### src/hw/rtl/ppsp_pkg.sv
`timescale 1ns / 1ps
// shared types and constants for the periodic pulse start planner
// no dependencies

package ppsp_pkg;

    localparam logic [63:0] NS_PER_SEC    = 64'd1000000000;
    localparam logic [31:0] NS_PER_2SEC   = 32'd2000000000;
    localparam logic [63:0] SEC32_LIMIT   = 64'd4294967296000000000;
    localparam logic [31:0] GUARD_RESET   = 32'd1000000;
    localparam int          QUEUE_DEPTH   = 2;
    // floor(2^62 / 1e9) minus 2^32, reciprocal for the seconds split
    localparam logic [28:0] SPLIT_RECIP   = 29'd316718722;

    typedef enum logic [1:0] {
        ST_OK        = 2'd0,
        ST_NO_UPDATE = 2'd1,
        ST_INVALID   = 2'd2,
        ST_OVERFLOW  = 2'd3
    } status_t;

    // one classified request as it travels from the front to the back
    typedef struct packed {
        status_t     pre_status;
        logic        absolute;
        logic [63:0] earliest;
        logic [63:0] period;
        logic [63:0] pulse;
        logic [63:0] phase;
        logic [31:0] abs_sec;
        logic [29:0] abs_sub;
    } req_t;

    typedef struct packed {
        logic        start;
        logic [63:0] dividend;
        logic [63:0] divisor;
    } div_ctl_t;

    typedef struct packed {
        logic        busy;
        logic        done;
        logic [63:0] remainder;
    } div_stat_t;

endpackage

### src/hw/rtl/ppsp_queue.sv
`timescale 1ns / 1ps
// short request queue between front and back
// depends on ppsp_pkg

module ppsp_queue #(
    parameter int DEPTH = ppsp_pkg::QUEUE_DEPTH
) (
    input  logic           aclk,
    input  logic           aresetn,
    input  logic           push,
    input  ppsp_pkg::req_t push_data,
    output logic           full,
    input  logic           pop,
    output ppsp_pkg::req_t pop_data,
    output logic           not_empty
);

    localparam int PW = (DEPTH > 1) ? $clog2(DEPTH) : 1;
    localparam int CW = $clog2(DEPTH + 1);

    ppsp_pkg::req_t mem_reg [DEPTH];
    logic [PW-1:0]  wr_ptr_reg, wr_ptr_next;
    logic [PW-1:0]  rd_ptr_reg, rd_ptr_next;
    logic [CW-1:0]  count_reg, count_next;

    assign full      = (count_reg == CW'(DEPTH));
    assign not_empty = (count_reg != '0);
    assign pop_data  = mem_reg[rd_ptr_reg];

    // pointer and fill count update
    always_comb begin
        wr_ptr_next = wr_ptr_reg;
        rd_ptr_next = rd_ptr_reg;
        count_next  = count_reg;
        if (push) begin
            wr_ptr_next = (wr_ptr_reg == PW'(DEPTH - 1)) ? '0 : wr_ptr_reg + 1'b1;
        end
        if (pop) begin
            rd_ptr_next = (rd_ptr_reg == PW'(DEPTH - 1)) ? '0 : rd_ptr_reg + 1'b1;
        end
        if (push && !pop) begin
            count_next = count_reg + 1'b1;
        end else if (pop && !push) begin
            count_next = count_reg - 1'b1;
        end
    end

    always_ff @(posedge aclk) begin
        if (!aresetn) begin
            wr_ptr_reg <= '0;
            rd_ptr_reg <= '0;
            count_reg  <= '0;
        end else begin
            wr_ptr_reg <= wr_ptr_next;
            rd_ptr_reg <= rd_ptr_next;
            count_reg  <= count_next;
        end
    end

    // entry storage
    always_ff @(posedge aclk) begin
        if (push) begin
            mem_reg[wr_ptr_reg] <= push_data;
        end
    end

endmodule

### config.mk
export PLATFORM = sky130hd
export DESIGN_NAME = ppsp_queue
export DESIGN_NICKNAME = d
export VERILOG_FILES = /design/src/hw/rtl/ppsp_pkg.sv /design/src/hw/rtl/ppsp_queue.sv
export SDC_FILE = /design/constraint.sdc
export NUM_CORES = 1
export LEC_CHECK = 0
export ABC_CLOCK_PERIOD_IN_PS = 38200
export BUFFER_PORTS_ARGS = -buffer_cell sky130_fd_sc_hd__buf_2
export CAP_MARGIN = 5
export CORE_AREA = 2 2 249 251
export CTS_CLUSTER_SIZE = 10
export DETAILED_ROUTE_END_ITERATION = 12
export DIE_AREA = 0 0 251 253
export PLACE_DENSITY = 0.72
export RECOVER_POWER = 25
export REMOVE_ABC_BUFFERS = 1
export SKIP_LAST_GASP = 1
export SYNTH_ARGS = -nofsm -noshare
export SYNTH_HDL_FRONTEND = slang
export SYNTH_SLANG_ARGS = --single-unit
### constraint.sdc
create_clock -name aclk -period 38.2 [get_ports aclk]
set_input_delay 7.64 -clock aclk [delete_from_list [all_inputs] [get_ports aclk]]
set_output_delay 7.64 -clock aclk [all_outputs]
set_load 0.01 [all_outputs]
## Word-level counts from Yosys, hierarchy flattened

Memories as Yosys holds them, arrays and structs flattened. A register that Yosys moved wholly into a read port is not among the register bits.
Cells that the tools add are included.

- Add/sub/neg operators: 4
- Eq/ne operators: 1
- Multiplexer cells: 8
- Reductions and logical operators: 6

Operator list:

| kind | count |
|---|---|
| two-way mux 1 bit | 6 |
| two-way mux 2 bit | 2 |
| nonzero test 2 bit | 2 |
| adder 1 bit (second input constant) | 2 |
| adder 2 x 1 -> 2 bit (second input constant) | 1 |
| equality test 2 bit (second input constant) | 1 |
| logical AND 1 bit | 2 |
| logical NOT 1 bit | 2 |
| subtractor 2 x 1 -> 2 bit (second input constant) | 1 |

- Bits in registers: 4
- RAM bits: 642
- Input port bits: 325
- Output and inout bits: 323
- Logic and storage cells: 23
- Memories: 1

Memory list:

| memory | depth | width | rd ports | clocked after memory_dff | write ports | RTL line | text |
|---|---|---|---|---|---|---|---|
| mem_reg | 2 | 321 | 1 | 1 | 1 | ppsp_queue.sv:21 | `ppsp_pkg::req_t mem_reg [DEPTH];` |

## Logic depth before layout (Yosys ltp)

- Depth in word-level cells: 4
- Gate-level depth with buffers: 5

## Worst setup path before layout

No wires, ideal clock.

- Path type: input-to-reg
- Start: input push
- End: register wr_ptr_reg
- Library setup time: 0.124 ns
- Arrival: 22.478 ns
- Data required time: 38.076 ns
- Slack: 15.598 ns
- Cell stages on the path: 2
- Cells stage by stage: nor2b_1 > o21a_1

RTL lines:

| what | RTL line | text |
|---|---|---|
| start, declared | ppsp_queue.sv:10 | `input logic push,` |
| end signal, assigned | ppsp_queue.sv:54 | `wr_ptr_reg <= wr_ptr_next;` |
| end, declared | ppsp_queue.sv:22 | `logic [PW-1:0] wr_ptr_reg, wr_ptr_next;` |

==> flow_summary_export.csv <==
group,metric,value,unit
logic_synthesis,post_synth.cell_area_avg,23.16,µm²
detailed_routing,dr.first_iter.drc_count,687,
timing,final_max_slew_viol_count,0,
worst_hold_path,holdCritPathClass,"reg -> reg",
die,rows,91,
die,initial_utilization,38.74,%
worst_setup_path,critical_path_data_required_time,30560,ps
timing,hold_viol,0,
die,core_region_area,61030,µm²
detailed_routing,detail_route.wl_per_cell,20.28,µm
timing,post-route-period-util,29.46,%
detailed_routing,drt.antenna.violating_nets,0,
global_route,grt_start_max_net_pins,163,
global_route,antenna_found_initial,18,
worst_setup_path,critPathMaxStageDelay,830,ps
finish,final_layout_size_suffix_gt1_share,55.07,%
logic_synthesis,synth_xor_area_share,0.1111,%
logic_synthesis,ys_seq_area_share,81.96,%
detailed_routing,via_count,12090,
logic_synthesis,post_synth_inst_count,1021,
worst_setup_path,crit_arrival,3610,ps
logic_synthesis,area_fraction_in_compound_gates_after_synthesis,0.08467,%
logic_synthesis,synth_fa_ha_area_share,0.05292,%
place,dp.final_hpwl,35530,µm
die,chipWidth,251,µm
pwr,netSwitchingPower,0.3464,mW
pwr,internal_power,1.260,mW
detailed_routing,drt_pass1_iterations,5,
clock_network,buffers_inserted_by_post_cts_timing_repair,0,
pwr,pwr_density_cell,54.32,nW/µm²
clock_network,cts_tree,"yes",
pwr,power.share.sequential,51.8,%
clock_network,ctsHoldBuffers,0,
logic_synthesis,synth_cell_types,18,
clock_network,clk_path_buf_depth,3,
worst_setup_path,setup.worst_path.start_class,"flip-flop",
timing,max_slew.worst_pin.slew,1191,ps
logic_synthesis,main_combinational_cell_family_by_area_after_synthesis,"multiplexers",
finish,commonest_non_fill_non_tap_cells_in_the_layout,"642 x edfxtp_1, 554 x buf_2, 265 x mux2_2, 104 x clkbuf_1, 78 x clkbuf_16",
finish,largest_reg_flops,642,
worst_setup_path,path_cells,"buf_4 -> buf_4 -> mux2_2 -> buf_2",
pwr,combPwrFrac,9.9,%
worst_setup_path,timing.critical_path.mode_cell,"buf_4",
finish,final_common_cell,"edfxtp_1",
logic_synthesis,synthesis.area,23640,µm²
worst_setup_path,worst-path-max-fanout,64,
timing,final.hold.worst_slack,523.3,ps
worst_setup_path,cp_slowest_cell,"buf_4",
die,die_height,253,µm
finish,finish.net_count,2044,
global_route,vias_in_the_first_global_route,12810,
global_route,grt_pass1_wl,73680,µm
timing,post_route_skew,24.60,ps
finish,flow.area_growth_from_synthesis,25.12,%
clock_network,cts-buffers-inserted,75,
timing,rsz0062_at_grt,"no",
worst_hold_path,worstHoldStart,"count_reg[1]",
clock_network,ctsResizeCount,0,
timing,achievable-frequency,88.87,MHz
clock_network,clk-insertion-delay-late,590,ps
clock_network,cts.reportedPaths.clkPinSlew,50,ps
finish,fillers,5084,
pwr,leakage_power,10.83,nW
logic_synthesis,post_synth_and_or_nand_nor_area_fraction,0.2381,%
worst_setup_path,timing.rr.start,"wr_ptr_reg",
timing,timing.final.setup_violations,0,
clock_network,clock-root-buffer,"clkbuf_16",
job,cap_violations,0,
logic_synthesis,ys_seq_elements,647,
worst_setup_path,cp-end-kind,"output port",
timing,post-route-min-period,11250,ps
worst_setup_path,path_class,"reg -> out",
place,buffer_ports.inserted,647,
logic_synthesis,synth.yosys.warnings,0,
global_route,gr_overflow_total,0,
detailed_routing,post-route-drc-count,0,
pwr,switching_share,21.56,%
global_route,groute.usage.overall,15.35,%
die,io_pins,648,
detailed_routing,routed_wirelength,51420,µm
die,die_area,63500,µm²
pwr,pwr-share-clk,38.3,%
timing,slew_headroom,20.58,%
clock_network,cts_num_sinks,647,
run_status,status,"finished clean",
pwr,peak_supply_drop,46.96,µV
clock_network,cts.htree.levels,3,
logic_synthesis,synth_mux_area_share,15.92,%
timing,totalNegativeSetupSlack,0,ps
place,routabilityCongestion,0.8154,
detailed_routing,route.detailed.vias_per_inst,4.768,
## layer usage
metal  GRT usage [%]  vias up  part of all wire, %
li1                -     5478                    -
met1           16.46     5973                   35
met2           26.77      503                   52
met3           6.127      119                  9.2
met4           6.752       18                  3.0
met5               0        -                 0.24
## worst max-delay path, delay by kind of cell (launching register included)
kind	cells	cell delay (ps)
buffers and inverters	3	1710
flip-flops	1	720
multiplexers	1	420
## final timing paths
path                     end  slack (ps)  depth (start not counted)
max            pop_data[204]       26950                          4
min             count_reg[1]         520                          2
min reg2reg     count_reg[1]         520                          2
max reg2reg  mem_reg[0][117]       35050                          3
## stage by stage
stage | util [%] | power (mW) | cell area, µm² | cells | setup slack [ps]
floorplan | - | 0.9624 | 23260 | 985 | 15600
global placement | 45.24 | 1.004 | 27610 | 2431 | 27630
detailed placement | 45.24 | 1.009 | 27610 | 2431 | 27530
CTS | 48.62 | 1.629 | 29670 | 2526 | 26870
global route | 48.46 | 1.663 | 29570 | 2533 | 26730
finish | 48.47 | 1.607 | 29580 | 2536 | 26950
## logic make-up (layout without fill, tap and decap cells)
group | count (synthesis) | in the layout
simple gates | 9 | 9
compound gates | 3 | 3
flops | 647 | 647
mux | 321 | 321
xor+xnor | 3 | 3
other cells | 0 | 10
buf+inv | 37 | 752
fa+ha+maj | 1 | 1
## area by class of cell
type	instances	area, µm²	share of cell area (%)
diodes	10	25.02	0.08459
clock buffers	89	1993	6.738
clock inverters	6	72.57	0.2453
inverters	1	3.754	0.01269
multi-input cells	337	3890	13.15
flip-flops and latches	647	19380	65.52
well taps	790	988.4	3.341
repair buffers	656	3227	10.91
## cell usage after synthesis, drive strengths merged
cell type	instances	area, µm²
or3	1	6.260
xnor2	1	8.760
buf	36	380.4
nor2b	3	18.77
xor2	2	17.52
or2	1	6.260
edfxtp	642	19280
o21a	1	7.510
and2	4	25.02
mux2	321	3765
inv	1	3.750
a21boi	1	7.510
o21ai	1	5.000
ha	1	12.51
dfxtp	5	100.1
## power groups by stage
| stage | Clock (mW) | Combinational, mW | Sequential (mW) |
|---|---|---|---|
| finish | 0.615 | 0.159 | 0.833 |
| floorplan | 0 | 0.0954 | 0.867 |
| global placement | 0 | 0.158 | 0.846 |
| detailed placement | 0 | 0.161 | 0.847 |
| global route | 0.658 | 0.170 | 0.836 |
| CTS | 0.633 | 0.163 | 0.833 |
No activity file was read; power rests on OpenSTA's default activity.
