## config.mk

```make
export PLATFORM = sky130hd
export DESIGN_NAME = ppsp_front
export DESIGN_NICKNAME = d
export VERILOG_FILES = /design/src/hw/rtl/ppsp_pkg.sv /design/src/hw/rtl/ppsp_front.sv
export SDC_FILE = /design/constraint.sdc
export NUM_CORES = 1
export LEC_CHECK = 0
export BUFFER_PORTS_ARGS = -buffer_cell sky130_fd_sc_hd__buf_2
export CORE_AREA = 2 2 262 264
export DETAILED_ROUTE_END_ITERATION = 8
export DIE_AREA = 0 0 264 266
export SKIP_LAST_GASP = 1
export SYNTH_ARGS = -nofsm -noshare
export SYNTH_HDL_FRONTEND = slang
export SYNTH_SLANG_ARGS = --single-unit
```

## constraint.sdc

```tcl
create_clock -name vclk -period 2.92
set_input_delay 0.292 -clock vclk [all_inputs]
set_output_delay 0.292 -clock vclk [all_outputs]
set_load 0.05 [all_outputs]
```

## src/hw/rtl/ppsp_pkg.sv

```systemverilog
`timescale 1ns / 1ps
// shared types and constants for the periodic pulse start planner
// no dependencies

package ppsp_pkg;

    localparam logic [63:0] NS_PER_SEC    = 64'd1000000000;
    localparam logic [31:0] NS_PER_2SEC   = 32'd2000000000;
    localparam logic [63:0] SEC32_LIMIT   = 64'd4294967296000000000;
    localparam logic [31:0] GUARD_RESET   = 32'd1000000;
    localparam int          QUEUE_DEPTH   = 2;
    // floor(2^62 / 1e9) minus 2^32, reciprocal for the seconds split
    localparam logic [28:0] SPLIT_RECIP   = 29'd316718722;

    typedef enum logic [1:0] {
        ST_OK        = 2'd0,
        ST_NO_UPDATE = 2'd1,
        ST_INVALID   = 2'd2,
        ST_OVERFLOW  = 2'd3
    } status_t;

    // one classified request as it travels from the front to the back
    typedef struct packed {
        status_t     pre_status;
        logic        absolute;
        logic [63:0] earliest;
        logic [63:0] period;
        logic [63:0] pulse;
        logic [63:0] phase;
        logic [31:0] abs_sec;
        logic [29:0] abs_sub;
    } req_t;

    typedef struct packed {
        logic        start;
        logic [63:0] dividend;
        logic [63:0] divisor;
    } div_ctl_t;

    typedef struct packed {
        logic        busy;
        logic        done;
        logic [63:0] remainder;
    } div_stat_t;

endpackage

```

## src/hw/rtl/ppsp_front.sv

```systemverilog
`timescale 1ns / 1ps
// front part: classifies one request and forms the queue entry
// depends on ppsp_pkg

module ppsp_front (
    input  logic [63:0]   current_time_ns,
    input  logic [63:0]   period_ns,
    input  logic [63:0]   pulse_ns,
    input  logic [63:0]   phase_ns,
    input  logic          enable_request,
    input  logic          absolute_mode,
    input  logic [31:0]   abs_start_sec,
    input  logic [31:0]   abs_start_subsec,
    input  logic [31:0]   start_guard_ns,
    output ppsp_pkg::req_t entry
);

    logic [64:0] earliest_sum;
    logic        bad_abs;
    logic        update;
    logic        bad_timing;

    // guard sum with carry out for overflow
    assign earliest_sum = {1'b0, current_time_ns} + {33'b0, start_guard_ns};

    assign bad_abs = absolute_mode &&
                     ((abs_start_subsec >= 32'(ppsp_pkg::NS_PER_SEC)) || (phase_ns != 64'd0));
    assign update  = absolute_mode || enable_request || (period_ns != 64'd0) ||
                     (pulse_ns != 64'd0) || (phase_ns != 64'd0);
    assign bad_timing = (period_ns < 64'd2) || (pulse_ns == 64'd0) ||
                        (pulse_ns >= period_ns) ||
                        (!absolute_mode && (phase_ns >= period_ns)) ||
                        (period_ns >= ppsp_pkg::SEC32_LIMIT);

    // checks in priority order
    always_comb begin
        entry.absolute = absolute_mode;
        entry.earliest = earliest_sum[63:0];
        entry.period   = period_ns;
        entry.pulse    = pulse_ns;
        entry.phase    = phase_ns;
        entry.abs_sec  = abs_start_sec;
        entry.abs_sub  = abs_start_subsec[29:0];
        if (bad_abs) begin
            entry.pre_status = ppsp_pkg::ST_INVALID;
        end else if (!update) begin
            entry.pre_status = ppsp_pkg::ST_NO_UPDATE;
        end else if (bad_timing) begin
            entry.pre_status = ppsp_pkg::ST_INVALID;
        end else if (earliest_sum[64]) begin
            entry.pre_status = ppsp_pkg::ST_OVERFLOW;
        end else begin
            entry.pre_status = ppsp_pkg::ST_OK;
        end
    end

endmodule

```

Word level (Yosys, flattened, before mapping)
Index checks and enable logic that the tools add are counted.

Register bits after elaboration: 0. Bits of input ports: 354. Output and inout bits: 321. Word-level logic and storage cells: 26.

$add $sub $neg: 1. Magnitude comparators: 5. Multiplexer cells: 4. Reductions and logical operators: 16.

Operators by type and width (number): $reduce_bool A64 Y1 (3); $ge A64 B64 Y1 (2); $add A64 B32 Y65 (1); $ge A64 B62 Y1 const B (1); $logic_not A64 Y1 (1); $lt A64 B2 Y1 const B (1); $ge A32 B30 Y1 const B (1); $logic_or A1 B1 Y1 (9); $mux W2 (4); $logic_and A1 B1 Y1 (2); $logic_not A1 Y1 (1).

Longest topological paths before layout
Gate-level depths: netlist of run 1.

Depth after elaboration: 8. Depth in mapped cells: 12. Gate-level depth less buffers: 11.

Worst setup path after synthesis of run 1
OpenSTA, ideal clock, no wires.

Path type: input to output. From: input port current_time_ns[0]. To: output port entry[274] (netlist name). Data arrival time: 3.741 ns. Required time: 2.628 ns. Setup slack: -1.113 ns. Stages: 10. Buffers on the path: 0. Cell sequence: ha_1 inv_1 fa_1 nor2b_1 o211ai_1 a31oi_2 o21ai_0 a21oi_1 a31oi_1 o311ai_0.

RTL lines: from (decl) (line ppsp_front.sv:6) `input logic [63:0] current_time_ns,`; to (decl) (line ppsp_front.sv:15) `output ppsp_pkg::req_t entry`.

==> results.json, run 1 <==
{
  "run_status": "finished, violations left",
  "failed_checks": "negative setup slack",
  "syn_area_um2": 8010,
  "worstSetupEndpoint": "entry[319]",
  "area_occupied_by_registers_um2": 0,
  "path_cells": "buf_8 -> ha_4 -> inv_2 -> fa_2 -> nor2b_2 -> o211ai_1 -> a31oi_2 -> o2111a_2 -> o21ai_4 -> a2bb2oi_4 -> or4_4 -> o31ai_4 -> buf_12",
  "worstSetupStartpointType": "input pin",
  "place_worst_setup_slack_ps": -995,
  "number_of_routed_nets_with_antenna_violations": 0,
  "pin_count": 675,
  "route.detailed.vias_per_inst": 4.17,
  "worst-path-max-fanout": 3,
  "crit_path_start": "start_guard_ns[0]",
  "drc_errors": 0,
  "dr.pass1.iters": 5,
  "path_delay_family": "compound AO/OA/AOI/OAI gates",
  "dieHeight_um": 266,
  "post_route_cells_drive_above_1_share_pct": 61.3,
  "multiInputGateArea_um2": 7290,
  "finalSetupViolations": 31,
  "worstHoldPathType": "input pin to output pin",
  "maxClockFrequency_mhz": 305,
  "cp_data_required_time_ps": 2630,
  "timing.critical_path.depth": 13,
  "num-clock-buffers": 0,
  "timing.setup.critical_path_class": "input pin to output pin",
  "avgRoutedWirePerCell_um": 24.7,
  "period_needed_ps": 3280,
  "first_pass_grt_wire_length_um": 87200,
  "total_switching_power_mw": 2.33,
  "dr_total_vias": 11200,
  "finish.utilization_pct": 22.1,
  "sw_frac_of_total_pct": 62.4,
  "first_global_vias": 11400,
  "combinational_family_with_the_most_area_after_synthesis": "buffers and inverters",
  "post_synth_inst_count": 1125,
  "ir_drop_uv": 249,
  "cp_num_buf_inv": 3,
  "wire_length_reported_by_the_detailed_router_um": 66500,
  "total_leakage_power_nw": 7.62,
  "fp-row-count": 96,
  "number_of_fillers_in_the_final_layout": 7617,
  "slew_limit_headroom_pct": 59.9,
  "ys.warnings.count": 0,
  "portBuffers": 593,
  "nets": 2311,
  "drtIter0Drc": 449,
  "synth_sequential_area_ratio_pct": 0,
  "sequential_cell_count": 0,
  "tightest_slew_ps": 596,
  "grt-ovfl-total": 0,
  "p_int_mw": 1.41,
  "grt_max_degree": 16,
  "crit_path_max_delay_cell_type": "sky130_fd_sc_hd__or4_4",
  "critical_path.endpoint_type": "output pin",
  "synth_adder_area_share_pct": 25.2,
  "synthSimpleGateAreaFrac_pct": 22.1,
  "multiplexer_share_of_the_synthesized_area_pct": 0,
  "global_route.usage.total_pct": 17.8,
  "p_seq_share_pct": 0,
  "fp.dieW_um": 264,
  "worst_ep_arrival_time_ps": 2990,
  "synthXorXnorAreaFrac_pct": 6.12,
  "final-max-slew-violation-count": 0,
  "antenna_violations_before_repair": 39,
  "clock_power_share_pct": 0,
  "syn_to_final_growth_pct": 87.2,
  "rsz_0062_raised_after_global_routing": "yes",
  "starting_utilization_of_the_core_area_pct": 11.8,
  "synth_area_per_inst_um2": 7.12,
  "core_um2": 67700,
  "dp.final_hpwl_um": 61400,
  "post_synth_num_cell_types": 64,
  "gpl.final_weighted_congestion": 0.963,
  "report.final.hold_viol_count": 0,
  "die-area_um2": 70200,
  "comb_power_share_pct": 100.0,
  "maxCapViolations": 0,
  "timing.final.crit_share_pct": 112,
  "synth_nets": 1640,
  "setup_slack_ps": -360,
  "cellPowerDensity_nw_per_um2": 249,
  "crit_path_max_incr_delay_ps": 540,
  "synth_compound_area_share_pct": 18.1
}
==> cells in the mapped netlist (3+ instances only) <==
master	n	area, um^2
sky130_fd_sc_hd__o211ai_1	6	45.0
sky130_fd_sc_hd__a21o_1	24	180
sky130_fd_sc_hd__or3_1	7	43.8
sky130_fd_sc_hd__buf_2	4	20.0
sky130_fd_sc_hd__inv_1	81	304
sky130_fd_sc_hd__a21boi_0	3	22.5
sky130_fd_sc_hd__a211oi_1	8	60.1
sky130_fd_sc_hd__nor2_1	51	191
sky130_fd_sc_hd__nor4_1	65	407
sky130_fd_sc_hd__xor2_1	23	201
sky130_fd_sc_hd__ha_1	160	2000
sky130_fd_sc_hd__a211o_1	4	35.0
sky130_fd_sc_hd__buf_4	257	1930
sky130_fd_sc_hd__a31oi_1	6	37.5
sky130_fd_sc_hd__o41ai_1	3	26.3
sky130_fd_sc_hd__a221oi_1	11	96.3
sky130_fd_sc_hd__and3_1	14	87.6
sky130_fd_sc_hd__nand2_1	82	308
sky130_fd_sc_hd__nand4_1	32	200
sky130_fd_sc_hd__nor3_1	13	65.1
sky130_fd_sc_hd__a2111oi_0	4	35.0
sky130_fd_sc_hd__o31ai_1	3	22.5
sky130_fd_sc_hd__nand2b_1	5	31.3
sky130_fd_sc_hd__o21a_1	8	60.1
sky130_fd_sc_hd__nand3_1	28	140
sky130_fd_sc_hd__xnor2_1	33	289
sky130_fd_sc_hd__a21oi_1	79	395
sky130_fd_sc_hd__o21ai_0	42	210
sky130_fd_sc_hd__nor2b_1	9	56.3
sky130_fd_sc_hd__and4_1	12	105
sky130_fd_sc_hd__clkbuf_1	5	18.8
==> metrics by stage <==
stage / hold WS (ps) / power, mW / instance area (um^2) / cells / TNS, ps
2_1_floorplan: 701 / 2.15 / 8560 / 1125 / -404
3_3_place_gp: 584 / 3.32 / 13300 / 2643 / -13450
3_5_place_dp: 584 / 3.33 / 13300 / 2643 / -13550
4_1_cts: 584 / 3.62 / 14400 / 2669 / -4320
5_1_grt: 584 / 3.96 / 15000 / 2689 / -7500
6_report: 584 / 3.74 / 15000 / 2689 / -4100
==> timing repair <==
item	in CTS	in global routing
gates resized for setup	197	94
hold endpoints to repair	0	0
buffers inserted	27	10
pin swaps	54	60
setup endpoints to repair	48	51
hold buffers	0	0
cloned	1	0
==> worst min-delay path by stage <==
| stage | start | to | slack [ps] | cells after the start |
|---|---|---|---|---|
| finish | abs_start_subsec[0] | entry[0] | 580 | 0 |
| detailed placement | abs_start_subsec[0] | entry[0] | 580 | 0 |
| floorplan | current_time_ns[56] | entry[310] | 700 | 1 |
| CTS | abs_start_subsec[0] | entry[0] | 580 | 0 |
| global placement | abs_start_subsec[0] | entry[0] | 580 | 0 |
| global route | abs_start_sec[24] | entry[54] | 580 | 0 |
==> area by class of cell <==
cell class | count | share of cell area [%]
Tap cell | 882 | 7.36
Antenna cell | 13 | 0.217
Inverter | 81 | 2.03
Multi-Input combinational cell | 776 | 48.6
Timing Repair Buffer | 937 | 41.8
==> cell families (layout without fill, tap and decap cells) <==
| family | after synthesis | after routing |
|---|---|---|
| buffers and inverters | 349 | 1018 |
| and+or+nand+nor | 334 | 334 |
| AOI/OAI and AO/OA | 225 | 225 |
| adders and majority gates | 161 | 161 |
| xor gates and xnor gates | 56 | 56 |
| other | 0 | 13 |
==> layout by cell type (no fill, tap or decap), drive strengths merged, types with 33 or more instances in the layout <==
cell type / n
nand4: 33
ha: 160
nand2: 83
o21ai: 45
nor4: 65
buf: 936
xnor2: 33
a21oi: 79
nor2: 51
inv: 81
==> power groups by stage <==
stage                     Sequential [mW]   Clock [mW]  Combinational, mW
final                                   0  0.000000603               3.74
after global routing                    0  0.000000599               3.96
after CTS                               0            0               3.62
after detailed placement                0            0               3.33
after global placement                  0            0               3.32
after floorplan                         0            0               2.15
==> per-layer routing <==
| metal | global-route usage [%] | routed length, um | up-vias |
|---|---|---|---|
| met3 | 4.57 | 4980 | 165 |
| met5 | 0 | 71 | - |
| met1 | 16.7 | 22100 | 5264 |
| li1 | - | - | 5182 |
| met2 | 35.1 | 35100 | 598 |
| met4 | 9.38 | 4250 | 12 |
Power figures use the tool's default switching activity.
==> inputs of run 2 (changes only) <==
Settings changed: CELL_PAD_IN_SITES_DETAIL_PLACEMENT set to 2, CELL_PAD_IN_SITES_GLOBAL_PLACEMENT set to 2, CORE_AREA 2 2 262 264 to 2 2 264 266, DIE_AREA 0 0 264 266 to 0 0 266 268, PLACE_DENSITY_LB_ADDON set to 0.1.
Clock period 2.92 ns to 3.7 ns, I/O delays scaled along.
==> run 2 against run 1 <==
The run now ends clean. Global-route usage fell by 3.5 points. Critical path depth shrank 1. Core utilization is 6.2 points lower. Via count decreased by 14%. Total power down 41%. Non-clock buffer count decreased by 271. First-iteration DRC count fell by 55%. Sequential share of layout area did not move. Combinational power decreased by 41%. Largest power group unchanged.
==> results.json, run 2 (synthesis results as in run 1) <==
{
  "maxClockFrequency_mhz": 283,
  "dr_total_vias": 9669,
  "setup_slack_ps": 163,
  "placedInstanceArea_um2": 10700,
  "global_route.usage.total_pct": 14.4,
  "tightest_slew_ps": 676,
  "final_cell_mix": "582 x sky130_fd_sc_hd__buf_2, 159 x sky130_fd_sc_hd__ha_1, 81 x sky130_fd_sc_hd__nand2_1, 80 x sky130_fd_sc_hd__inv_1, 79 x sky130_fd_sc_hd__a21oi_1",
  "fin_tns_setup_ps": 0,
  "portBuffers": 593,
  "cp_data_required_time_ps": 3330,
  "die-area_um2": 71300,
  "drtIter0Drc": 203,
  "dr.pass1.iters": 4,
  "run_status": "completed",
  "cellPowerDensity_nw_per_um2": 204,
  "grt-ovfl-total": 0,
  "avgRoutedWirePerCell_um": 22.6,
  "finalSetupViolations": 0,
  "worst-path-max-fanout": 4,
  "maxCapViolations": 0,
  "first_pass_grt_wire_length_um": 75400,
  "wire_length_reported_by_the_detailed_router_um": 54300,
  "report.final.hold_viol_count": 0,
  "dieHeight_um": 268,
  "worst_ep_arrival_time_ps": 3170,
  "syn_to_final_growth_pct": 35.8,
  "post-route-cell-area_um2": 10900,
  "fp-row-count": 96,
  "nets": 2040,
  "critical_path.endpoint_type": "output pin",
  "number_of_routed_nets_with_antenna_violations": 0,
  "starting_utilization_of_the_core_area_pct": 11.7,
  "first_global_vias": 10800,
  "number_of_fillers_in_the_final_layout": 8208,
  "post_route_cells_drive_above_1_share_pct": 45.6,
  "worstSetupStartpointType": "input pin",
  "route.detailed.vias_per_inst": 4.02,
  "place_worst_setup_slack_ps": -533,
  "area_occupied_by_registers_um2": 0,
  "timing.setup.critical_path_class": "input pin to output pin",
  "drc_errors": 0,
  "pin_count": 675,
  "slew_limit_headroom_pct": 54.5,
  "antenna_violations_before_repair": 1,
  "period_needed_ps": 3540,
  "final-max-slew-violation-count": 0,
  "timing.final.crit_share_pct": 95.6,
  "dp.final_hpwl_um": 50500,
  "core_um2": 68200,
  "sequential_cell_count": 0,
  "grt_max_degree": 18,
  "finalPower_mw": 2.22,
  "total_leakage_power_nw": 5.63,
  "ir_drop_uv": 71.5,
  "fp.dieW_um": 266,
  "num-clock-buffers": 0,
  "layout_commonest_cell": "sky130_fd_sc_hd__buf_2",
  "gpl.final_weighted_congestion": 0.765,
  "worstHoldPathType": "input pin to output pin"
}
run 2: report_power, final:
part | internal, mW | switching [mW]
combinational | 0.637 | 1.58
clock | 0.0000000637 | 0
sequential | 0 | 0
run 2: worst paths after layout:
| check | startpoint | endpoint | slack, ps | cells after the start |
|---|---|---|---|---|
| hold / removal | abs_start_sec[20] | entry[50] | 740 | 0 |
| setup / recovery | current_time_ns[10] | entry[310] | 160 | 12 |
run 2: routing by layer:
metal | track usage, % | part of all wire (%) | routed length (um)
met1 | 17.9 | 43 | 23200
met2 | 26.9 | 51 | 27800
met3 | 1.97 | 4.9 | 2640
met4 | 1.41 | 1.2 | 641
met5 | 0 | 0.024 | 13
run 2: critical path, cell delays in order:
cell and delay (ps):
sky130_fd_sc_hd__buf_2 100, sky130_fd_sc_hd__ha_1 370, sky130_fd_sc_hd__nand3_2 150, sky130_fd_sc_hd__or3_1 410
sky130_fd_sc_hd__a31oi_4 210, sky130_fd_sc_hd__o2111a_2 230, sky130_fd_sc_hd__o21ai_2 80, sky130_fd_sc_hd__a2bb2oi_2 190
sky130_fd_sc_hd__or4_4 520, sky130_fd_sc_hd__buf_4 160, sky130_fd_sc_hd__xnor2_1 150, sky130_fd_sc_hd__buf_4 220
run 2: metrics by stage:
| stage | std cells | util [%] | hold slack (ps) |
|---|---|---|---|
| global placement | 2402 | 15.7 | 740 |
| finish | 2408 | 16.0 | 740 |
| global route | 2405 | 15.9 | 740 |
| floorplan | 1125 | - | 907 |
| detailed placement | 2402 | 15.7 | 740 |
| CTS | 2403 | 15.8 | 740 |
run 2: layout make-up:
class	instances	area, um^2	share of cell area, %
Multi-Input combinational cell	776	5870	53.9
Inverter	81	308	2.83
Antenna cell	3	7.51	0.0690
Tap cell	882	1100	10.1
Timing Repair Buffer	666	3600	33.1
run 2: repair_timing:
item,in CTS,in global routing
pin swaps,3,5
endpoints found under the setup margin,3,17
gates resized for setup,10,23
hold buffers,0,0
buffers inserted,1,2
==> inputs of run 3 (changes only) <==
Settings changed: BUFFER_PORTS_ARGS -buffer_cell sky130_fd_sc_hd__buf_2 to -buffer_cell sky130_fd_sc_hd__buf_4, REMOVE_ABC_BUFFERS set to 1.
==> run 3 against run 2 <==
Combinational power rose by 9.9%. Total power rose by 10%. Final cell count fell by 0.12%. Count of clock-buffer cells in the layout did not move. Cell area rose by 12%. Largest cell class unchanged. Routed wire length rose by 9.1%. Global-route usage rose by 1.3 points.
==> results.json, run 3 (synthesis results as in run 1) <==
{
  "drtIter0Drc": 172,
  "multiInputGateArea_um2": 5820,
  "dieHeight_um": 268,
  "ir_drop_uv": 149,
  "fp-row-count": 96,
  "crit_path_max_incr_delay_ps": 490,
  "hold_path_depth": 0,
  "critical_path.endpoint_type": "output pin",
  "grt-ovfl-total": 0,
  "first_pass_grt_wire_length_um": 80300,
  "sequential_cell_count": 0,
  "hold-path-endpoint": "entry[39]",
  "clock_power_share_pct": 0,
  "slew_limit_headroom_pct": 59.9,
  "comb_power_share_pct": 100.0,
  "path_delay_family": "compound AO/OA/AOI/OAI gates",
  "die-area_um2": 71300,
  "avgRoutedWirePerCell_um": 24.7,
  "pin_count": 675,
  "final-max-slew-violation-count": 0,
  "cellPowerDensity_nw_per_um2": 200,
  "number_of_non_filler_instances_in_the_completed_layout": 2405,
  "drc_errors": 0,
  "nets": 2037,
  "core_um2": 68200,
  "worst_ep_arrival_time_ps": 3190,
  "rsz_0062_raised_after_global_routing": "yes",
  "timing.setup.critical_path_class": "input pin to output pin",
  "maxCapViolations": 0,
  "layout_commonest_cell": "sky130_fd_sc_hd__buf_4",
  "fin_worst_hold_slack_ps": 740,
  "post_route_cells_drive_above_1_share_pct": 45.1,
  "maxClockFrequency_mhz": 281,
  "crit_path_max_delay_cell_type": "sky130_fd_sc_hd__or4_4",
  "timing.final.crit_share_pct": 96.1,
  "dp.final_hpwl_um": 55400,
  "post-place-cells": 2399,
  "number_of_fillers_in_the_final_layout": 8094,
  "final_cell_mix": "660 x sky130_fd_sc_hd__buf_4, 160 x sky130_fd_sc_hd__ha_1, 81 x sky130_fd_sc_hd__inv_1, 81 x sky130_fd_sc_hd__nand2_1, 79 x sky130_fd_sc_hd__a21oi_1",
  "antenna_violations_before_repair": 4,
  "finish.utilization_pct": 17.9,
  "grt_max_degree": 16,
  "sw_frac_of_total_pct": 65.3,
  "cp_data_required_time_ps": 3330,
  "finalSetupViolations": 0,
  "min-delay-start": "abs_start_sec[9]",
  "dr_total_vias": 9635,
  "total_leakage_power_nw": 6.13,
  "worstSetupStartpointType": "input pin",
  "period_needed_ps": 3560,
  "syn_to_final_growth_pct": 52.5,
  "fp.dieW_um": 266,
  "wire_length_reported_by_the_detailed_router_um": 59300,
  "num-clock-buffers": 0,
  "number_of_routed_nets_with_antenna_violations": 0,
  "worstHoldPathType": "input pin to output pin",
  "area_occupied_by_registers_um2": 0,
  "gpl.final_weighted_congestion": 0.806,
  "portBuffers": 593,
  "dr.pass1.iters": 4,
  "starting_utilization_of_the_core_area_pct": 11.7,
  "route.detailed.vias_per_inst": 4.01,
  "path_cells": "buf_4 -> ha_1 -> inv_1 -> fa_1 -> nor2b_2 -> o211ai_1 -> a31oi_2 -> o2111a_2 -> o21ai_2 -> a2bb2oi_2 -> or4_4 -> o31ai_4 -> buf_6",
  "worst-path-max-fanout": 3,
  "run_status": "completed",
  "global_route.usage.total_pct": 15.6,
  "p_seq_share_pct": 0,
  "report.final.hold_viol_count": 0,
  "cp_num_buf_inv": 3,
  "tightest_slew_ps": 595,
  "p_int_uw": 847,
  "total_switching_power_mw": 1.60,
  "first_global_vias": 10800
}
-- run 3: cell count changes in the layout (fill, tap and decap cells not counted), sizes merged --
cell,delta
buf,+1
clkinvlp,-1
clkbuf,-4
inv,+1
-- run 3: power by group through the flow --
stage                     sequential, mW  combinational (mW)   clock (mW)
after floorplan                        0               0.899            0
after global placement                 0                2.46            0
after detailed placement               0                2.48            0
after CTS                              0                2.49            0
after global routing                   0                2.62            0
final                                  0                2.44  0.000000109
-- run 3: through the flow --
step | instance area, um^2 | power (mW) | setup slack (ps) | TNS, ps
2_1_floorplan | 6040 | 0.899 | -493 | -510
3_3_place_gp | 12100 | 2.46 | -504 | -976
3_5_place_dp | 12100 | 2.48 | -545 | -1050
4_1_cts | 12100 | 2.49 | -16.3 | -16.3
5_1_grt | 12200 | 2.62 | -28.8 | -91.2
6_report | 12200 | 2.44 | 144 | 0
-- run 3: routing by layer --
layer / vias up / part of all wire [%] / global-route usage, %
met2: 360 / 50 / 28.7
met5: - / 0.039 / 0
met1: 4624 / 43 / 19.2
met3: 16 / 6.6 / 3.86
li1: 4631 / - / -
met4: 4 / 0.66 / 0.790
-- run 3: how the worst max path moves through the flow --
stage,start,to,slack (ps),cells after the start
finish,start_guard_ns[0],entry[319],140,13
detailed placement,phase_ns[20],entry[319],-550,13
floorplan,current_time_ns[0],entry[274],-490,10
CTS,phase_ns[20],entry[319],-20,13
global placement,phase_ns[20],entry[319],-500,13
global route,start_guard_ns[0],entry[312],-30,15
-- run 3: timing repair --
action / 4_1_cts / 5_1_grt
endpoints found under the setup margin: 3 / 12
pin swaps: 3 / 5
gates cloned: 0 / 0
buffers inserted: 2 / 1
gates resized for setup: 5 / 14
hold buffers: 0 / 0
-- run 3: layout make-up --
class / count / share of cell area (%)
multi-input combinational: 776 / 47.6
timing repair buffer: 663 / 40.8
tap: 882 / 9.03
inverter: 81 / 2.49
antenna: 3 / 0.0614
