**src/hw/rtl/ppsp_pkg.sv**
```systemverilog
`timescale 1ns / 1ps
// shared types and constants for the periodic pulse start planner
// no dependencies

package ppsp_pkg;

    localparam logic [63:0] NS_PER_SEC    = 64'd1000000000;
    localparam logic [31:0] NS_PER_2SEC   = 32'd2000000000;
    localparam logic [63:0] SEC32_LIMIT   = 64'd4294967296000000000;
    localparam logic [31:0] GUARD_RESET   = 32'd1000000;
    localparam int          QUEUE_DEPTH   = 2;
    // floor(2^62 / 1e9) minus 2^32, reciprocal for the seconds split
    localparam logic [28:0] SPLIT_RECIP   = 29'd316718722;

    typedef enum logic [1:0] {
        ST_OK        = 2'd0,
        ST_NO_UPDATE = 2'd1,
        ST_INVALID   = 2'd2,
        ST_OVERFLOW  = 2'd3
    } status_t;

    // one classified request as it travels from the front to the back
    typedef struct packed {
        status_t     pre_status;
        logic        absolute;
        logic [63:0] earliest;
        logic [63:0] period;
        logic [63:0] pulse;
        logic [63:0] phase;
        logic [31:0] abs_sec;
        logic [29:0] abs_sub;
    } req_t;

    typedef struct packed {
        logic        start;
        logic [63:0] dividend;
        logic [63:0] divisor;
    } div_ctl_t;

    typedef struct packed {
        logic        busy;
        logic        done;
        logic [63:0] remainder;
    } div_stat_t;

endpackage

```
**src/hw/rtl/ppsp_div.sv**
```systemverilog
`timescale 1ns / 1ps
// bit-serial restoring divider, one quotient bit per cycle
// depends on ppsp_pkg

module ppsp_div (
    input  logic                aclk,
    input  logic                aresetn,
    input  ppsp_pkg::div_ctl_t  ctl,
    output ppsp_pkg::div_stat_t stat
);

    logic        busy_reg, busy_next;
    logic        done_reg, done_next;
    logic [5:0]  cnt_reg, cnt_next;
    logic [63:0] dvd_reg, dvd_next;
    logic [63:0] rem_reg, rem_next;
    logic [63:0] dsr_reg, dsr_next;
    logic [64:0] trial;
    logic [64:0] diff;

    assign trial = {rem_reg, dvd_reg[63]};
    assign diff  = trial - {1'b0, dsr_reg};

    // one shift-subtract step per cycle
    always_comb begin
        busy_next = busy_reg;
        done_next = 1'b0;
        cnt_next  = cnt_reg;
        dvd_next  = dvd_reg;
        rem_next  = rem_reg;
        dsr_next  = dsr_reg;
        if (busy_reg) begin
            if (!diff[64]) begin
                rem_next = diff[63:0];
                dvd_next = {dvd_reg[62:0], 1'b1};
            end else begin
                rem_next = trial[63:0];
                dvd_next = {dvd_reg[62:0], 1'b0};
            end
            cnt_next = cnt_reg + 1'b1;
            if (cnt_reg == 6'd63) begin
                busy_next = 1'b0;
                done_next = 1'b1;
            end
        end else if (ctl.start) begin
            busy_next = 1'b1;
            cnt_next  = '0;
            dvd_next  = ctl.dividend;
            rem_next  = '0;
            dsr_next  = ctl.divisor;
        end
    end

    always_ff @(posedge aclk) begin
        if (!aresetn) begin
            busy_reg <= 1'b0;
            done_reg <= 1'b0;
        end else begin
            busy_reg <= busy_next;
            done_reg <= done_next;
        end
        cnt_reg <= cnt_next;
        dvd_reg <= dvd_next;
        rem_reg <= rem_next;
        dsr_reg <= dsr_next;
    end

    assign stat.busy      = busy_reg;
    assign stat.done      = done_reg;
    assign stat.remainder = rem_reg;

endmodule

```
**src/hw/rtl/ppsp_back.sv**
```systemverilog
`timescale 1ns / 1ps
// back part: start time sequencer, split into seconds, result register
// depends on ppsp_pkg and ppsp_div

module ppsp_back (
    input  logic           aclk,
    input  logic           aresetn,
    input  logic           q_valid,
    input  ppsp_pkg::req_t q_data,
    output logic           q_pop,
    output logic           m_valid,
    input  logic           m_ready,
    output logic [1:0]     m_status,
    output logic [31:0]    m_start_sec_out,
    output logic [29:0]    m_start_subsec_out,
    output logic [31:0]    m_period_sec_out,
    output logic [29:0]    m_period_subsec_out,
    output logic [31:0]    m_pulse_sec_out,
    output logic [29:0]    m_pulse_subsec_out
);

    typedef enum logic [11:0] {
        S_IDLE  = 12'b0000_0000_0001,
        S_ABS   = 12'b0000_0000_0010,
        S_CHK   = 12'b0000_0000_0100,
        S_MOD   = 12'b0000_0000_1000,
        S_REL1  = 12'b0000_0001_0000,
        S_REL2  = 12'b0000_0010_0000,
        S_REL3  = 12'b0000_0100_0000,
        S_RANGE = 12'b0000_1000_0000,
        S_DIV_S = 12'b0001_0000_0000,
        S_DIV_P = 12'b0010_0000_0000,
        S_DIV_Q = 12'b0100_0000_0000,
        S_DONE  = 12'b1000_0000_0000
    } state_t;

    state_t              state_reg, state_next;
    ppsp_pkg::req_t      req_reg, req_next;
    ppsp_pkg::status_t   status_reg, status_next;
    logic                launched_reg, launched_next;
    logic [63:0]         start_reg, start_next;
    logic [63:0]         rem_reg, rem_next;
    logic [31:0]         ssec_reg, ssec_next;
    logic [29:0]         ssub_reg, ssub_next;
    logic [31:0]         psec_reg, psec_next;
    logic [29:0]         psub_reg, psub_next;
    logic [31:0]         wsec_reg, wsec_next;
    logic [29:0]         wsub_reg, wsub_next;

    logic [2:0]          sp_ph_reg, sp_ph_next;
    logic [60:0]         sp_p_reg, sp_p_next;
    logic [31:0]         sp_q_reg, sp_q_next;
    logic [61:0]         sp_m_reg, sp_m_next;
    logic [31:0]         sp_r_reg, sp_r_next;

    logic                out_valid_reg, out_valid_next;
    logic [1:0]          o_status_reg, o_status_next;
    logic [31:0]         o_ssec_reg, o_ssec_next;
    logic [29:0]         o_ssub_reg, o_ssub_next;
    logic [31:0]         o_psec_reg, o_psec_next;
    logic [29:0]         o_psub_reg, o_psub_next;
    logic [31:0]         o_wsec_reg, o_wsec_next;
    logic [29:0]         o_wsub_reg, o_wsub_next;

    ppsp_pkg::div_ctl_t  div_ctl;
    ppsp_pkg::div_stat_t div_stat;
    logic [61:0]         abs_prod;
    logic [63:0]         base;
    logic [64:0]         add_sum;
    logic [63:0]         add_op;
    logic                ok;
    logic [63:0]         split_src;
    logic [32:0]         sp_q_sum;
    logic [61:0]         sp_diff;
    logic [31:0]         sp_q_fix;
    logic [29:0]         sp_r_fix;

    ppsp_div u_div (
        .aclk    (aclk),
        .aresetn (aresetn),
        .ctl     (div_ctl),
        .stat    (div_stat)
    );

    // absolute start in ns, one multiply-add
    assign abs_prod = req_reg.abs_sec * ppsp_pkg::NS_PER_SEC[29:0] + 62'(req_reg.abs_sub);

    // aligned boundary and the shared 64-bit adder with carry
    assign base = req_reg.earliest - rem_reg;
    always_comb begin
        case (state_reg)
            S_REL2:  add_op = req_reg.phase;
            default: add_op = req_reg.period;
        endcase
    end
    assign add_sum = (state_reg == S_REL1) ? ({1'b0, base} + {1'b0, add_op})
                                           : ({1'b0, start_reg} + {1'b0, add_op});

    // divider runs the period remainder only
    assign div_ctl.start    = (state_reg == S_MOD) && !launched_reg;
    assign div_ctl.dividend = req_reg.earliest;
    assign div_ctl.divisor  = req_reg.period;

    // operand of the seconds split, always below 2^62 here
    always_comb begin
        case (state_reg)
            S_DIV_P: split_src = req_reg.period;
            S_DIV_Q: split_src = req_reg.pulse;
            default: split_src = start_reg;
        endcase
    end

    // quotient estimate is at most two low, remainder fixed up by compare
    assign sp_q_sum = {1'b0, split_src[61:30]} + {4'b0, sp_p_reg[60:32]};
    assign sp_diff  = split_src[61:0] - sp_m_reg;
    always_comb begin
        if (sp_r_reg >= ppsp_pkg::NS_PER_2SEC) begin
            sp_q_fix = sp_q_reg + 32'd2;
            sp_r_fix = 30'(sp_r_reg - ppsp_pkg::NS_PER_2SEC);
        end else if (sp_r_reg >= ppsp_pkg::NS_PER_SEC[31:0]) begin
            sp_q_fix = sp_q_reg + 32'd1;
            sp_r_fix = 30'(sp_r_reg - ppsp_pkg::NS_PER_SEC[31:0]);
        end else begin
            sp_q_fix = sp_q_reg;
            sp_r_fix = sp_r_reg[29:0];
        end
    end

    // sequencer
    always_comb begin
        state_next    = state_reg;
        req_next      = req_reg;
        status_next   = status_reg;
        launched_next = launched_reg;
        start_next    = start_reg;
        rem_next      = rem_reg;
        ssec_next     = ssec_reg;
        ssub_next     = ssub_reg;
        psec_next     = psec_reg;
        psub_next     = psub_reg;
        wsec_next     = wsec_reg;
        wsub_next     = wsub_reg;
        sp_ph_next    = sp_ph_reg;
        sp_p_next     = sp_p_reg;
        sp_q_next     = sp_q_reg;
        sp_m_next     = sp_m_reg;
        sp_r_next     = sp_r_reg;
        q_pop         = 1'b0;

        out_valid_next = out_valid_reg;
        o_status_next  = o_status_reg;
        o_ssec_next    = o_ssec_reg;
        o_ssub_next    = o_ssub_reg;
        o_psec_next    = o_psec_reg;
        o_psub_next    = o_psub_reg;
        o_wsec_next    = o_wsec_reg;
        o_wsub_next    = o_wsub_reg;
        ok             = (status_reg == ppsp_pkg::ST_OK);

        if (out_valid_reg && m_ready) begin
            out_valid_next = 1'b0;
        end

        case (state_reg)
            S_IDLE: begin
                if (q_valid) begin
                    q_pop       = 1'b1;
                    req_next    = q_data;
                    status_next = q_data.pre_status;
                    if (q_data.pre_status != ppsp_pkg::ST_OK) begin
                        state_next = S_DONE;
                    end else if (q_data.absolute) begin
                        state_next = S_ABS;
                    end else begin
                        state_next = S_MOD;
                    end
                end
            end
            S_ABS: begin
                start_next = 64'(abs_prod);
                state_next = S_CHK;
            end
            S_CHK: begin
                if (start_reg <= req_reg.earliest) begin
                    status_next = ppsp_pkg::ST_INVALID;
                    state_next  = S_DONE;
                end else begin
                    state_next = S_RANGE;
                end
            end
            S_MOD: begin
                if (!launched_reg) begin
                    launched_next = 1'b1;
                end else if (div_stat.done) begin
                    launched_next = 1'b0;
                    rem_next      = div_stat.remainder;
                    state_next    = S_REL1;
                end
            end
            S_REL1: begin
                if (rem_reg == 64'd0) begin
                    start_next = base;
                    state_next = S_REL2;
                end else if (add_sum[64]) begin
                    status_next = ppsp_pkg::ST_OVERFLOW;
                    state_next  = S_DONE;
                end else begin
                    start_next = add_sum[63:0];
                    state_next = S_REL2;
                end
            end
            S_REL2: begin
                if (add_sum[64]) begin
                    status_next = ppsp_pkg::ST_OVERFLOW;
                    state_next  = S_DONE;
                end else begin
                    start_next = add_sum[63:0];
                    state_next = S_REL3;
                end
            end
            S_REL3: begin
                if (start_reg > req_reg.earliest) begin
                    state_next = S_RANGE;
                end else if (add_sum[64]) begin
                    status_next = ppsp_pkg::ST_OVERFLOW;
                    state_next  = S_DONE;
                end else begin
                    start_next = add_sum[63:0];
                    state_next = S_RANGE;
                end
            end
            S_RANGE: begin
                if (start_reg >= ppsp_pkg::SEC32_LIMIT) begin
                    status_next = ppsp_pkg::ST_OVERFLOW;
                    state_next  = S_DONE;
                end else begin
                    state_next = S_DIV_S;
                end
            end
            S_DIV_S, S_DIV_P, S_DIV_Q: begin
                // five-step split: estimate, sum, back-multiply, remainder, fix-up
                sp_ph_next = sp_ph_reg + 3'd1;
                case (sp_ph_reg)
                    3'd0: sp_p_next = 61'(split_src[61:30]) * 61'(ppsp_pkg::SPLIT_RECIP);
                    3'd1: sp_q_next = sp_q_sum[31:0];
                    3'd2: sp_m_next = 62'(sp_q_reg) * 62'(ppsp_pkg::NS_PER_SEC[29:0]);
                    3'd3: sp_r_next = sp_diff[31:0];
                    default: begin
                        sp_ph_next = '0;
                        if (state_reg == S_DIV_S) begin
                            ssec_next  = sp_q_fix;
                            ssub_next  = sp_r_fix;
                            state_next = S_DIV_P;
                        end else if (state_reg == S_DIV_P) begin
                            psec_next  = sp_q_fix;
                            psub_next  = sp_r_fix;
                            state_next = S_DIV_Q;
                        end else begin
                            wsec_next  = sp_q_fix;
                            wsub_next  = sp_r_fix;
                            state_next = S_DONE;
                        end
                    end
                endcase
            end
            S_DONE: begin
                // hand the beat to the result register once it is free
                if (!out_valid_reg || m_ready) begin
                    out_valid_next = 1'b1;
                    o_status_next  = status_reg;
                    o_ssec_next    = ok ? ssec_reg : '0;
                    o_ssub_next    = ok ? ssub_reg : '0;
                    o_psec_next    = ok ? psec_reg : '0;
                    o_psub_next    = ok ? psub_reg : '0;
                    o_wsec_next    = ok ? wsec_reg : '0;
                    o_wsub_next    = ok ? wsub_reg : '0;
                    state_next     = S_IDLE;
                end
            end
            default: begin
                state_next = S_IDLE;
            end
        endcase
    end

    always_ff @(posedge aclk) begin
        if (!aresetn) begin
            state_reg     <= S_IDLE;
            launched_reg  <= 1'b0;
            out_valid_reg <= 1'b0;
            sp_ph_reg     <= '0;
        end else begin
            state_reg     <= state_next;
            launched_reg  <= launched_next;
            out_valid_reg <= out_valid_next;
            sp_ph_reg     <= sp_ph_next;
        end
        req_reg      <= req_next;
        status_reg   <= status_next;
        start_reg    <= start_next;
        rem_reg      <= rem_next;
        ssec_reg     <= ssec_next;
        ssub_reg     <= ssub_next;
        psec_reg     <= psec_next;
        psub_reg     <= psub_next;
        wsec_reg     <= wsec_next;
        wsub_reg     <= wsub_next;
        sp_p_reg     <= sp_p_next;
        sp_q_reg     <= sp_q_next;
        sp_m_reg     <= sp_m_next;
        sp_r_reg     <= sp_r_next;
        o_status_reg <= o_status_next;
        o_ssec_reg   <= o_ssec_next;
        o_ssub_reg   <= o_ssub_next;
        o_psec_reg   <= o_psec_next;
        o_psub_reg   <= o_psub_next;
        o_wsec_reg   <= o_wsec_next;
        o_wsub_reg   <= o_wsub_next;
    end

    assign m_valid             = out_valid_reg;
    assign m_status            = o_status_reg;
    assign m_start_sec_out     = o_ssec_reg;
    assign m_start_subsec_out  = o_ssub_reg;
    assign m_period_sec_out    = o_psec_reg;
    assign m_period_subsec_out = o_psub_reg;
    assign m_pulse_sec_out     = o_wsec_reg;
    assign m_pulse_subsec_out  = o_wsub_reg;

endmodule

```
**config.mk**
```make
export PLATFORM = sky130hd
export DESIGN_NAME = ppsp_back
export DESIGN_NICKNAME = d
export VERILOG_FILES = /design/src/hw/rtl/ppsp_pkg.sv /design/src/hw/rtl/ppsp_div.sv /design/src/hw/rtl/ppsp_back.sv
export SDC_FILE = /design/constraint.sdc
export NUM_CORES = 2
export LEC_CHECK = 0
export BUFFER_PORTS_ARGS = -buffer_cell sky130_fd_sc_hd__buf_2
export CORE_MARGIN = 4
export CORE_UTILIZATION = 40
export CTS_BUF_LIST = sky130_fd_sc_hd__clkbuf_16
export DETAILED_ROUTE_END_ITERATION = 10
export PLACE_DENSITY = 0.68
export SYNTH_ARGS = -nofsm -noshare
export SYNTH_HDL_FRONTEND = slang
export SYNTH_SLANG_ARGS = --single-unit
```
**constraint.sdc**
```tcl
create_clock -name aclk -period 35.6 [get_ports aclk]
set_clock_uncertainty 0.2 [all_clocks]
set_input_delay 3.56 -clock aclk [delete_from_list [all_inputs] [get_ports aclk]]
set_output_delay 3.56 -clock aclk [all_outputs]
set_load 0.01 [all_outputs]
```
# Word-level counts from Yosys, hierarchy flattened
# Cells that the tools add are included.
# classes
n_lt_le_gt_ge,5
add_sub_neg,13
n_reduce_logical,29
n_eq_ne,25
mux,55
n_bitwise,4
n_mul,3
# ops
op,count
2-to-1 mux 64 bit,9
case mux 64 bit (4 select lines),1
2-to-1 mux 12 bit,15
adder 64 x 64 -> 65 bit,2
case mux 62 bit (2 select lines),1
case mux 12 bit (10 select lines),1
2-to-1 mux 65 bit,1
subtractor 65 x 64 -> 65 bit,1
"greater-or-equal comparator 64 x 62 -> 1 bit, second input constant",1
greater-than comparator 64 bit,1
<= comparator 64 bit,1
zero test 64 bit,1
2-to-1 mux 32 bit,2
subtractor 64 bit,1
adder 62 x 30 -> 62 bit,1
"multiplier 32 x 28 -> 60 bit, second input constant",1
2-to-1 mux 30 bit,2
"subtractor 30 bit, second input constant",2
"multiplier 32 x 21 -> 53 bit, second input constant",1
"adder 32 x 1 -> 32 bit, second input constant",1
"adder 32 x 2 -> 32 bit, second input constant",1
adder 32 x 29 -> 32 bit,1
"greater-or-equal comparator 32 x 30 -> 1 bit, second input constant",1
"greater-or-equal comparator 32 x 31 -> 1 bit, second input constant",1
other kinds (43),84
# word_totals
elab_cells,170
regBits,1184

# Logic depth before layout (Yosys ltp)
# logic_depth
ltp_word,7
ltp_mapped,36

# Hierarchy
# Synthesis repeated with hierarchy kept, for this count alone.
# hier_totals
cells_unflattened,8657
hier_area_um2,92567.5
# by_module_without_submodules
module,area_each_um2,n_inst,seq_area_each_um2,cells_each
ppsp_back,80478.4,1,28447.3,7553
ppsp_div,12089.1,1,5985.7,1104

# Worst setup path before layout
# Ideal clock, no wire load.
# synth_path
path_kind,input to output
startpoint,in q_valid
endpoint,out q_pop
path_buffers,0
arrival_time_ps,16676
stages,2
setup_slack_ps,15164
required_ps,31840
path_cell_list,inv_1 > nor2_1
# synth_between
elab_chain_len,2
# synth_lines
element,line_no,text
"start, declared",ppsp_back.sv:8,"input logic q_valid,"
2-to-1 mux 1 bit,ppsp_back.sv:166,if (q_valid) begin
2-to-1 mux 1 bit,ppsp_back.sv:164,case (state_reg)
"end, declared",ppsp_back.sv:10,"output logic q_pop,"
# No other way between the ends.

# Worst setup path in the final report
# layout_path
startpoint,reg state_reg[4]
endpoint,reg sp_p_reg[60] (data pin)
# layout_between
elab_chain_len,3
# layout_lines
element,line_no,text
"start, declared",ppsp_back.sv:37,"state_t state_reg, state_next;"
"start signal, assigned",ppsp_back.sv:293,state_reg <= state_next;
equality test 12 x 11 -> 1 bit or equality test 12 x 10 -> 1 bit (tied branches),ppsp_back.sv:106,case (state_reg)
case mux 62 bit (2 select lines) *,ppsp_back.sv:106,
multiplier 32 x 28 -> 60 bit *,ppsp_back.sv:244,3'd0: sp_p_next = 61'(split_src[61:30]) * 61'(ppsp_pkg::SPLIT_RECIP);
"end signal, assigned",ppsp_back.sv:308,sp_p_reg <= sp_p_next;
"end, declared",ppsp_back.sv:51,"logic [60:0] sp_p_reg, sp_p_next;"
# Mark *: on every way between the ends. The rest lies on a longest branch, timed or not.
# A chain may end at the register's enable or synchronous reset.

==> flow_metrics.py <==
metrics = {
    "detailed_routing": {
        "first_pass_iters": 6,
        "ant_nets": 0,
        "wl_per_cell_microns": 22.5,
        "drc": 0,
        "via_per_inst": 5.27,
        "drt-met1-wl_microns": 117000,
        "wl_met2_microns": 121000,
        "first_iter_violations": 5349,
        "vias": 63500,
        "top_layer_used": "met5",
        "postRouteWirelength_microns": 271000,
        "routed-wl-met3_microns": 17900,
    },
    "synth": {
        "synthFlopType": "edfxtp_1",
        "synth_seq_area_share": 0.376,
        "synth_top_area_frac": 0.372,
        "netlist_area_sq_mm": 0.0915,
        "synth_seq_cells": 1153,
        "postSynthCellCount": 8415,
        "synth_top_cell_by_area": "edfxtp_1",
        "async_reset_ff_frac": 0,
        "synth_cell_type_count": 103,
        "yosysWarningCount": 0,
        "synth_edf_count": 1134,
        "synthesis.nets": 10500,
        "avgSynthCellArea_sq_um": 10.9,
        "ys_top_cells_by_area": "edfxtp_1, fa_1, ha_1, inv_1, xnor2_1",
    },
    "layout": {
        "drive_gt1_frac": 0.103,
        "area_growth_pct": 11.8,
        "final_common_cell": "inv_1",
        "fin_nets": 11000,
        "final_cell_mix": "inv_1, edfxtp_1, ha_1, fa_1, nand2_1",
        "largest_register_ffs": 188,
    },
    "setup_path": {
        "endpoint_kind": "flip-flop",
        "criticalPathCategory": "flip-flop to flip-flop",
        "cp_slowest_stage_delay_ns": 0.74,
        "path_max_fanout": 52,
        "worstSetupStartpointType": "flip-flop",
        "cp.required_ns": 35.95,
        "rrSetupSlack_ns": 24.73,
        "r2r-start": "state_reg[4]",
        "cp_data_arrival_time_ns": 11.22,
        "slowest_stage": "o311ai_1",
        "cp.buffers_inverters": 6,
        "r2r_end": "sp_p_reg[60]",
        "ff2ff_path_depth": 32,
        "crit_family": "adder cells",
        "timing.critical_path.mode_cell": "fa_1",
    },
    "sta": {
        "report.final.slew_viol_count": 0,
        "clock.fmax_ghz": 0.0920,
        "hold_violations": 0,
        "finalSetupViolCount": 0,
        "setup_tns_ns": 0,
        "rsz0062_at_grt": "no",
        "tightest_slew_ns": 1.31,
        "relSlewSlack": 0.124,
        "min_period_ns": 10.87,
        "fin_crit_sh": 0.305,
    },
    "global_route": {
        "grtUsageTotal": 0.227,
        "grt_pass1_vias": 63900,
        "grt_pass1_wl_microns": 403000,
        "gr-total-overflow": 0,
        "antenna_found_initial": 29,
        "grt_max_degree": 170,
    },
    "placement": {
        "place_congestion": 0.949,
        "port_buffers": 512,
        "dpl.hpwl_microns": 219000,
    },
    "die": {
        "io_pins": 515,
        "rows": 175,
        "fp.dieArea_sq_mm": 0.237,
        "dieHeight_microns": 486,
        "core_area_sq_mm": 0.227,
        "die_w_microns": 486,
        "start_util": 0.402,
    },
    "clock_tree": {
        "cts.reportedPaths.clkPinSlew_ns": 0.06,
        "cts_hold_buf": 0,
        "clk-insertion-delay-late_ns": 0.84,
        "clock_path_buffers": 3,
        "tritoncts": "done",
        "cts_max_level": 4,
        "cts-root-buf": "clkbuf_16",
        "cts_num_sinks": 1153,
        "cts_resized": 0,
        "cts_made_buffers": 133,
        "cts_setup_buffers": 0,
    },
    "job": {
        "cap_violations": 0,
    },
    "worst_hold_path": {
        "holdPathEnd": "rem_reg[13]",
        "hold_depth": 0,
        "min_from": "u_div.rem_reg[13]",
        "hp-class": "flip-flop to flip-flop",
    },
    "status": {
        "status": "complete, no violations",
    },
}
cell usage after synthesis, types with 9 or more instances:
master    number
a21o_1       257
nand2_1      549
a22oi_1       82
a21oi_1      410
o221ai_1      14
xor2_1       145
mux2i_1       77
nor3_1        90
o22ai_1       22
o31a_1        11
o21ai_1       12
xnor2_1      277
or2_2         13
nor2_1       401
inv_1       1481
o21bai_1      42
ha_1        1039
a221oi_1      14
nor3b_1       16
buf_2         27
clkbuf_1     154
o21ai_0      343
mux2_2        75
a211oi_1      32
fa_1         709
nand4_1       70
or3_1         26
and2_1       213
o31ai_1       19
edfxtp_1    1134
nor2b_1       52
and4_1         9
nand2b_1      55
dfxtp_1       19
o21a_1        68
a21boi_0      14
and3_1        44
buf_1         12
a31oi_1       39
nor4_1        41
nand3_1      103
a211o_1       11
o211ai_1      29
cell type report:
class                   count  area, sq um
repair buffers            569         3000
clock inverters           108         1320
flip-flops and latches   1153        34400
fillers                 21100       125000
clock buffers             133         3330
inverters                1481         5560
well taps                3009         3760
diodes                     26         65.1
multi-input cells        5580        50900
cells by family (layout without fill, tap and decap cells):
family	count (synthesis)	after routing	share of synthesized area
multiplexers	152	152	0.0176
XOR/XNOR	423	423	0.0406
flip-flops	1153	1153	0.376
AO/OA/AOI/OAI	1527	1527	0.107
buffers and inverters	1682	2291	0.0696
other	0	26	0
adder cells (fa/ha/maj)	1748	1748	0.297
AND/OR/NAND/NOR	1730	1730	0.0918
worst reg2reg max path, delay by kind of cell (launching register included):
kind,cells,cell delay (ns)
buf+inv,6,1.05
simple gates,8,2.18
flops,1,0.38
compound gates,9,2.79
xor+xnor,1,0.09
fa+ha+maj,8,3.93
per-layer routing:
metal | up-vias | GRT usage
met1 | 31200 | 0.309
met4 | 6 | 0.110
met2 | 2147 | 0.355
li1 | 29900 | -
met3 | 362 | 0.0339
met5 | - | 0
per-stage QoR:
step	cell area [sq um]	hold slack [ns]	utilization	setup slack, ns	std cells
CTS	102000	0.275	0.450	24.73	12000
detailed placement	97600	0.261	0.429	24.77	11800
global route	102000	0.296	0.450	24.12	12000
global placement	97600	0.264	0.429	24.90	11800
floorplan	91500	0.220	-	15.16	8415
finish	102000	0.276	0.450	24.73	12100
worst max path at each step:
stage,startpoint,endpoint,depth (start not counted)
after detailed placement,state_reg[4],sp_p_reg[60],32
after global routing,state_reg[4],sp_p_reg[60],32
final,state_reg[4],sp_p_reg[60],32
after floorplan,q_valid,q_pop,2
after CTS,state_reg[4],sp_p_reg[60],32
after global placement,state_reg[4],sp_p_reg[60],32
Power is left out: the tool's default activity adds up to more than one toggle a clock period on the data nets, which glitch-free logic cannot reach.
